$ cat config.mk
export PLATFORM = sky130hd
export DESIGN_NAME = ps2_command_packet_sender
export DESIGN_NICKNAME = d
export VERILOG_FILES = /design/src/psc_pkg.sv /design/src/ps2_command_packet_sender.sv
export SDC_FILE = /design/constraint.sdc
export NUM_CORES = 1
export LEC_CHECK = 0
export BUFFER_PORTS_ARGS = -buffer_cell sky130_fd_sc_hd__buf_2
export CAP_MARGIN = 20
export CELL_PAD_IN_SITES_DETAIL_PLACEMENT = 1
export CELL_PAD_IN_SITES_GLOBAL_PLACEMENT = 1
export CORE_MARGIN = 8
export CORE_UTILIZATION = 54
export CTS_CLUSTER_DIAMETER = 100
export DETAILED_ROUTE_END_ITERATION = 8
export PLACE_DENSITY_LB_ADDON = 0.3
export SKIP_LAST_GASP = 1
export SLEW_MARGIN = 20
export SYNTH_ARGS = -nofsm -noshare
export SYNTH_HDL_FRONTEND = slang
export SYNTH_SLANG_ARGS = --single-unit
$ cat constraint.sdc
create_clock -name clk -period 5.75 [get_ports clk]
set_clock_uncertainty 0.1 [all_clocks]
set_input_delay 0.575 -clock clk [delete_from_list [all_inputs] [get_ports clk]]
set_output_delay 0.575 -clock clk [all_outputs]
set_load 0.005 [all_outputs]
$ cat src/psc_pkg.sv
`default_nettype none

package psc_pkg;

	// opcodes of an incoming item
	localparam logic [1:0] OP_LOAD   = 2'd0;
	localparam logic [1:0] OP_START  = 2'd1;
	localparam logic [1:0] OP_REPLY  = 2'd2;
	localparam logic [1:0] OP_UNUSED = 2'd3;

	// completion status codes
	localparam logic [2:0] ST_SUCCESS    = 3'd0;
	localparam logic [2:0] ST_BUSY       = 3'd1;
	localparam logic [2:0] ST_TIMEOUT    = 3'd2;
	localparam logic [2:0] ST_REFUSED    = 3'd3;
	localparam logic [2:0] ST_START_FAIL = 3'd4;

	// result kinds and ports
	localparam logic KIND_WRITE    = 1'b0;
	localparam logic KIND_COMPLETE = 1'b1;
	localparam logic PORT_DATA     = 1'b0;
	localparam logic PORT_CTRL     = 1'b1;

	localparam logic [7:0] MOUSE_PREFIX = 8'hD4;
	localparam logic [7:0] REPLY_RESEND = 8'hFE;
	localparam logic [7:0] REPLY_REFUSE = 8'hFC;

	localparam logic [7:0] RESEND_LIMIT_RESET = 8'd3;

	typedef struct packed {
		logic [1:0] opcode;
		logic [3:0] byte_index;
		logic [7:0] byte_value;
		logic [4:0] byte_count;
		logic       to_mouse;
		logic       write_ok;
	} cmd_item_t;

	typedef struct packed {
		logic       kind;
		logic       port_select;
		logic [7:0] write_value;
		logic [2:0] status;
		logic       last;
	} res_item_t;

endpackage

`default_nettype wire

$ cat src/ps2_command_packet_sender.sv
// PS/2 command packet sender for an 8042-style controller.
// Command channel (cmd_valid/cmd_stall/cmd): load items write one byte of the
// packet buffer, a start item begins a packet, reply items carry the device's
// answer byte. Result channel (res_valid/res_stall/res): port writes (a 0xD4
// control write ahead of each mouse byte, then the data byte) and completions
// with a status; last marks the final result of an item.
// Configuration: cfg_we/cfg_data write resend_limit (3 after reset).
// Accepted items with results are registered in stage 1, their results in the
// result register. An item with a mouse prefix holds the next back while the
// prefix is sent, as the single result register drains one result per cycle
// unless the receiver stalls. The packet buffer is a synchronous RAM read once
// per item that sends a byte; its registered read data travels with the item.
// Reset clears the control state and sets resend_limit to 3; buffer bytes stay
// unknown until loaded. When the receiver stalls, the result register holds,
// the pending item waits behind it, and cmd_stall rises once that stage is full.
`default_nettype none

module ps2_command_packet_sender #(
	parameter int MAX_PACKET_BYTES = 16
) (
	input  wire                    clk,
	input  wire                    arst_n,
	input  wire                    cmd_valid,
	output logic                   cmd_stall,
	input  wire psc_pkg::cmd_item_t cmd,
	output logic                   res_valid,
	input  wire                    res_stall,
	output psc_pkg::res_item_t     res,
	input  wire                    cfg_we,
	input  wire  [7:0]             cfg_data
);

	localparam int AW = (MAX_PACKET_BYTES > 1) ? $clog2(MAX_PACKET_BYTES) : 1;
	localparam int PW = $clog2(MAX_PACKET_BYTES + 1);
	localparam int CW = (PW > 5) ? PW : 5;

	// control state
	logic [7:0]    limit_q;
	logic          sending_q;
	logic [PW-1:0] pos_q;
	logic [PW-1:0] len_q;
	logic          mouse_q;
	logic [8:0]    tally_q;

	logic [7:0] buf_mem [MAX_PACKET_BYTES];

	// stage 1: decided results of the accepted item
	logic       valid_s1;
	logic       pref_s1;
	logic       byte_s1;
	logic [2:0] status_s1;
	logic [7:0] rd_data_s1;

	logic      res_valid_q;
	psc_pkg::res_item_t res_q;

	logic accept;
	logic out_free;
	logic emit;
	logic emit_last;
	psc_pkg::res_item_t emit_item;

	// next-state and decision values
	logic          sending_d;
	logic [PW-1:0] pos_d;
	logic [PW-1:0] len_d;
	logic          mouse_d;
	logic [8:0]    tally_d;
	logic          any_d;
	logic          pref_d;
	logic          byte_d;
	logic [2:0]    status_d;
	logic [PW-1:0] rd_pos;

	logic [CW-1:0] cnt_ext;
	logic [CW-1:0] cnt_cl;
	logic [CW-1:0] idx_ext;
	logic [8:0]    tally_inc;
	logic          is_resend;
	logic          is_refuse;
	logic [PW-1:0] pos_back;
	logic          load_we;

	assign out_free  = !res_valid_q || !res_stall;
	assign cmd_stall = valid_s1 && !(out_free && !pref_s1);
	assign accept    = cmd_valid && !cmd_stall;

	assign cnt_ext   = CW'(cmd.byte_count);
	assign idx_ext   = CW'(cmd.byte_index);
	assign tally_inc = tally_q + 9'd1;
	assign is_resend = cmd.byte_value == psc_pkg::REPLY_RESEND;
	assign is_refuse = cmd.byte_value == psc_pkg::REPLY_REFUSE;
	assign pos_back  = (is_resend && pos_q != '0) ? pos_q - PW'(1) : pos_q;
	assign load_we   = accept && cmd.opcode == psc_pkg::OP_LOAD
		&& idx_ext < CW'(MAX_PACKET_BYTES);

	always_comb begin
		if (cnt_ext == '0) begin
			cnt_cl = CW'(1);
		end else if (cnt_ext > CW'(MAX_PACKET_BYTES)) begin
			cnt_cl = CW'(MAX_PACKET_BYTES);
		end else begin
			cnt_cl = cnt_ext;
		end
	end

	always_comb begin
		sending_d = sending_q;
		pos_d     = pos_q;
		len_d     = len_q;
		mouse_d   = mouse_q;
		tally_d   = tally_q;
		any_d     = 1'b0;
		pref_d    = 1'b0;
		byte_d    = 1'b0;
		status_d  = psc_pkg::ST_SUCCESS;
		rd_pos    = pos_q;
		if (cmd.opcode == psc_pkg::OP_START) begin
			any_d = 1'b1;
			if (sending_q) begin
				status_d = psc_pkg::ST_BUSY;
			end else begin
				mouse_d = cmd.to_mouse;
				len_d   = cnt_cl[PW-1:0];
				tally_d = '0;
				rd_pos  = '0;
				if (!cmd.write_ok) begin
					pos_d    = '0;
					status_d = psc_pkg::ST_START_FAIL;
				end else begin
					sending_d = 1'b1;
					pos_d     = PW'(1);
					pref_d    = cmd.to_mouse;
					byte_d    = 1'b1;
				end
			end
		end else if (cmd.opcode == psc_pkg::OP_REPLY && sending_q) begin
			any_d = 1'b1;
			priority if (is_resend && tally_inc > {1'b0, limit_q}) begin
				tally_d   = '0;
				sending_d = 1'b0;
				status_d  = psc_pkg::ST_TIMEOUT;
			end else if (is_refuse) begin
				tally_d   = '0;
				sending_d = 1'b0;
				status_d  = psc_pkg::ST_REFUSED;
			end else begin
				tally_d = is_resend ? tally_inc : 9'd0;
				pos_d   = pos_back;
				rd_pos  = pos_back;
				if (pos_back >= len_q) begin
					sending_d = 1'b0;
					status_d  = psc_pkg::ST_SUCCESS;
				end else if (!cmd.write_ok) begin
					sending_d = 1'b0;
					status_d  = psc_pkg::ST_TIMEOUT;
				end else begin
					pos_d  = pos_back + PW'(1);
					pref_d = mouse_q;
					byte_d = 1'b1;
				end
			end
		end
	end

	always_ff @(posedge clk or negedge arst_n) begin
		if (!arst_n) begin
			limit_q   <= psc_pkg::RESEND_LIMIT_RESET;
			sending_q <= 1'b0;
			pos_q     <= '0;
			len_q     <= '0;
			mouse_q   <= 1'b0;
			tally_q   <= '0;
		end else begin
			if (cfg_we) begin
				limit_q <= cfg_data;
			end
			if (accept) begin
				sending_q <= sending_d;
				pos_q     <= pos_d;
				len_q     <= len_d;
				mouse_q   <= mouse_d;
				tally_q   <= tally_d;
			end
		end
	end

	// packet buffer: one write port for loads, one registered read per sent byte
	always_ff @(posedge clk) begin
		if (load_we) begin
			buf_mem[idx_ext[AW-1:0]] <= cmd.byte_value;
		end
		if (accept && byte_d) begin
			rd_data_s1 <= buf_mem[rd_pos[AW-1:0]];
		end
	end

	assign emit      = valid_s1 && out_free;
	assign emit_last = emit && !pref_s1;

	always_comb begin
		emit_item = '0;
		if (pref_s1) begin
			emit_item.kind        = psc_pkg::KIND_WRITE;
			emit_item.port_select = psc_pkg::PORT_CTRL;
			emit_item.write_value = psc_pkg::MOUSE_PREFIX;
		end else if (byte_s1) begin
			emit_item.kind        = psc_pkg::KIND_WRITE;
			emit_item.port_select = psc_pkg::PORT_DATA;
			emit_item.write_value = rd_data_s1;
			emit_item.last        = 1'b1;
		end else begin
			emit_item.kind   = psc_pkg::KIND_COMPLETE;
			emit_item.status = status_s1;
			emit_item.last   = 1'b1;
		end
	end

	always_ff @(posedge clk or negedge arst_n) begin
		if (!arst_n) begin
			valid_s1    <= 1'b0;
			pref_s1     <= 1'b0;
			byte_s1     <= 1'b0;
			status_s1   <= psc_pkg::ST_SUCCESS;
			res_valid_q <= 1'b0;
		end else begin
			if (accept && any_d) begin
				valid_s1  <= 1'b1;
				pref_s1   <= pref_d;
				byte_s1   <= byte_d;
				status_s1 <= status_d;
			end else if (emit_last) begin
				valid_s1 <= 1'b0;
			end else if (emit) begin
				pref_s1 <= 1'b0;
			end
			if (emit) begin
				res_valid_q <= 1'b1;
			end else if (!res_stall) begin
				res_valid_q <= 1'b0;
			end
		end
	end

	always_ff @(posedge clk) begin
		if (emit) begin
			res_q <= emit_item;
		end
	end

	assign res_valid = res_valid_q;
	assign res       = res_q;

endmodule

`default_nettype wire
==> impl_metrics.py <==
metrics = {
    "timing": {
        "maxSlewHeadroom_pct": 23.37,
        "final.setup.tns_ns": 0,
        "postLayoutSetupSlackWorst_ns": 1.084,
        "finalSetupViolations": 0,
        "slew_viol_final": 0,
        "worst_pin_slew_ns": 1.145,
        "fin_crit_sh_pct": 81.15,
        "hold_viol": 0,
        "period_minus_slack_ns": 4.666,
        "rsz0062_at_grt": "false",
        "max_freq_mhz": 214.3,
    },
    "power": {
        "combPwrFrac_pct": 24.7,
        "power_density_nw_per_um2": 398.7,
        "internal_power_w": 0.002629,
        "leakage_nw": 3.656,
        "pwr-share-seq_pct": 43.6,
        "switching_share_pct": 29.30,
        "power_frac_clock_pct": 31.7,
        "p_switching_w": 0.001090,
        "irDropWorstVdd_v": 0.0002117,
    },
    "floorplanning": {
        "placeableCoreArea_um2": 15090,
        "die_y_um": 139.6,
        "rows": 45,
        "die_area_um2": 19480,
        "pin_count": 50,
        "die_w_um": 139.6,
        "start_util_pct": 54.64,
    },
    "flow_run": {
        "drv_cap": 0,
    },
    "logic_synthesis": {
        "ys_types": 49,
        "synthFlopType": "edfxtp_1",
        "async_flop_share_pct": 19.35,
        "synth_edf_count": 150,
        "seq_area_frac_synth_pct": 65.59,
        "synth_warnings": 0,
        "syn-num-nets": 648,
        "syn-cell-area_um2": 8244,
        "syn_avg_cell_area_um2": 13.79,
        "ys_ff_latch": 186,
        "syn_inst": 598,
    },
    "global_routing": {
        "grt_max_degree": 37,
        "grt.total_usage_pct": 22.44,
        "grt_pass1_vias": 5620,
        "grt_pass1_wl_um": 33020,
        "gr-total-overflow": 0,
        "antenna_found_initial": 1,
    },
    "critical_path": {
        "worstSetupStartpointType": "flop",
        "crit_chain": "inv_1, ha_1, nor4b_2, nor3_2, mux2_2, inv_1, ha_1, a21o_1, a21o_1, a21o_1, a21oi_1, a21oi_1, nor2_1",
        "cp_max_fo": 9,
        "crit_path_end_kind": "flop",
        "critPathMaxStageDelay_ns": 0.72,
        "worstPathRequired_ns": 5.71,
        "slowest_stage": "nor2_1",
        "cpMostUsedCell": "a21o_1",
        "arrival_ns": 4.63,
        "worstSetupPathType": "reg2reg",
    },
    "drt": {
        "drc_errors": 0,
        "first_iter_violations": 390,
        "drtAntennaViolNets": 0,
        "vias": 5212,
        "wl_per_cell_um": 24.97,
        "wl_um": 21350,
        "dr.pass1.iters": 5,
        "viasPerCell": 6.096,
    },
    "clock_network": {
        "insertion_delay_ns": 0.43,
        "htreeDepth": 4,
        "cts-root-buf": "clkbuf_16",
        "ctsResizeCount": 0,
        "cts_buffers": 17,
        "clk_pin_slew_ns": 0.07,
        "clock-sinks": 186,
        "hold_buffers": 0,
        "clockBufferDepth": 2,
        "post-cts-setup-buffer-count": 0,
        "cts_tree": "done",
    },
    "finish": {
        "synthToLayoutAreaGrowth_pct": 13.13,
        "fin_nets": 704,
        "utilization_pct": 61.81,
        "drive_gt1_share_pct": 18.77,
        "final_cell_count_no_fill": 855,
    },
    "placement": {
        "dp_slack_ns": 0.9406,
        "dp_hpwl_um": 14440,
        "place.gp.congestion": 0.8643,
        "portBuffers": 49,
        "dp.cells": 823,
    },
    "hold_path": {
        "min_path_type": "in2async",
    },
    "outcome": {
        "status": "completed",
    },
}
## sequential cells by signal (all words and copies together) (netlist names), 3 cells and up
signal      count
limit_q         8
res            14
len_q           5
tally_q         9
pos_q           5
status_s1       3
rd_data_s1      8
buf_mem       128
## power by group through the flow
| stage | registers (W) | logic (W) | clock network (W) |
|---|---|---|---|
| finish | 0.00162 | 0.000919 | 0.00118 |
| CTS | 0.00162 | 0.000916 | 0.00119 |
| global placement | 0.00164 | 0.000850 | 0 |
| detailed placement | 0.00165 | 0.000901 | 0 |
| global route | 0.00163 | 0.000995 | 0.00123 |
| floorplan | 0.00162 | 0.000645 | 0 |
## cells in the mapped netlist (all sizes together) (2+ instances only)
cell type	n	area [µm²]
edfxtp	150	4504
mux2i	74	753.2
nand2	65	244.0
dfrtp	34	850.8
nor2	32	127.6
inv	23	86.33
mux2	23	262.8
o21ai	23	115.1
ha	16	200.2
nand4	15	93.84
nand2b	12	75.07
nor3	12	65.06
a21oi	11	55.05
and2	11	68.82
buf	11	67.56
a22o	9	78.83
o22ai	9	56.30
a211oi	8	60.06
clkbuf	8	30.03
xnor2	7	61.31
a21o	6	45.04
nand3	6	30.03
o211ai	5	37.54
xor2	5	43.79
nor2b	4	25.02
a31oi	2	27.53
dfstp	2	52.55
nor4	2	12.51
or2	2	12.51
## cells by family after synthesis
group / Yosys count / share of synthesized area [%]
flops: 186 / 65.59
fa+ha+maj: 16 / 2.428
simple gates: 166 / 9.743
compound gates: 79 / 6.405
mux: 97 / 12.32
buf+inv: 42 / 2.231
xor+xnor: 12 / 1.275
## path summary, 6_finish.rpt
kind	startpoint	to	slack (ns)	depth (start not counted)
worst max-delay path	pos_q[0]	rd_data_s1[1]	1.08	13
worst min-delay path	arst_n	limit_q[4]	0.15	1
worst max register to register	pos_q[0]	rd_data_s1[1]	1.08	13
worst min register to register	valid_s1	res_valid	0.39	1
max in group asynchronous	arst_n	pref_s1	4.87	1
min in group clk	cfg_data[3]	limit_q[3]	0.25	3
## layer usage
metal / vias to the layer above / part of all wire, % / global-route usage [%]
met5: - / 0 / 0
met4: 0 / 3.3 / 11.03
met3: 47 / 5.9 / 6.532
met2: 175 / 49 / 36.26
met1: 2643 / 42 / 27.17
li1: 2347 / - / -
## critical path, delay by kind of cell (launching register included)
kind,cells,cell delay [ns]
compound gates,5,1.11
buf+inv,2,0.26
simple gates,3,1.36
mux,1,0.49
flops,1,0.47
fa+ha+maj,2,0.48
## cells in the final DEF (no fill, tap or decap), drive strengths merged, types with 7 or more instances in the layout
cell type,instances
edfxtp,150
mux2i,74
nand2,65
buf,56
dfrtp,34
nor2,32
inv,24
mux2,23
o21ai,23
clkbuf,19
ha,16
nand4,15
nand2b,12
nor3,12
a21oi,11
and2,11
o22ai,9
a22o,9
a211oi,8
xnor2,7
## stage by stage
stage	cell area [µm²]	hold WS, ns	total power, W
finish	9326	0.1485	0.003718
detailed placement	8737	0.3740	0.002547
global placement	8737	0.3515	0.002491
CTS	9319	0.1706	0.003726
global route	9326	0.2061	0.003856
floorplan	8244	0.1794	0.002263
## layout make-up
cell class | instances | area, µm²
clock buffers | 19 | 432.9
multi-input cells | 370 | 2690
inverters | 23 | 86.33
clock inverters | 12 | 148.9
flip-flops and latches | 186 | 5408
repair buffers | 56 | 322.8
fillers | 1469 | 5763
well taps | 188 | 235.2
diodes | 1 | 2.502
Note: power is estimated with default switching activity, not from simulation.
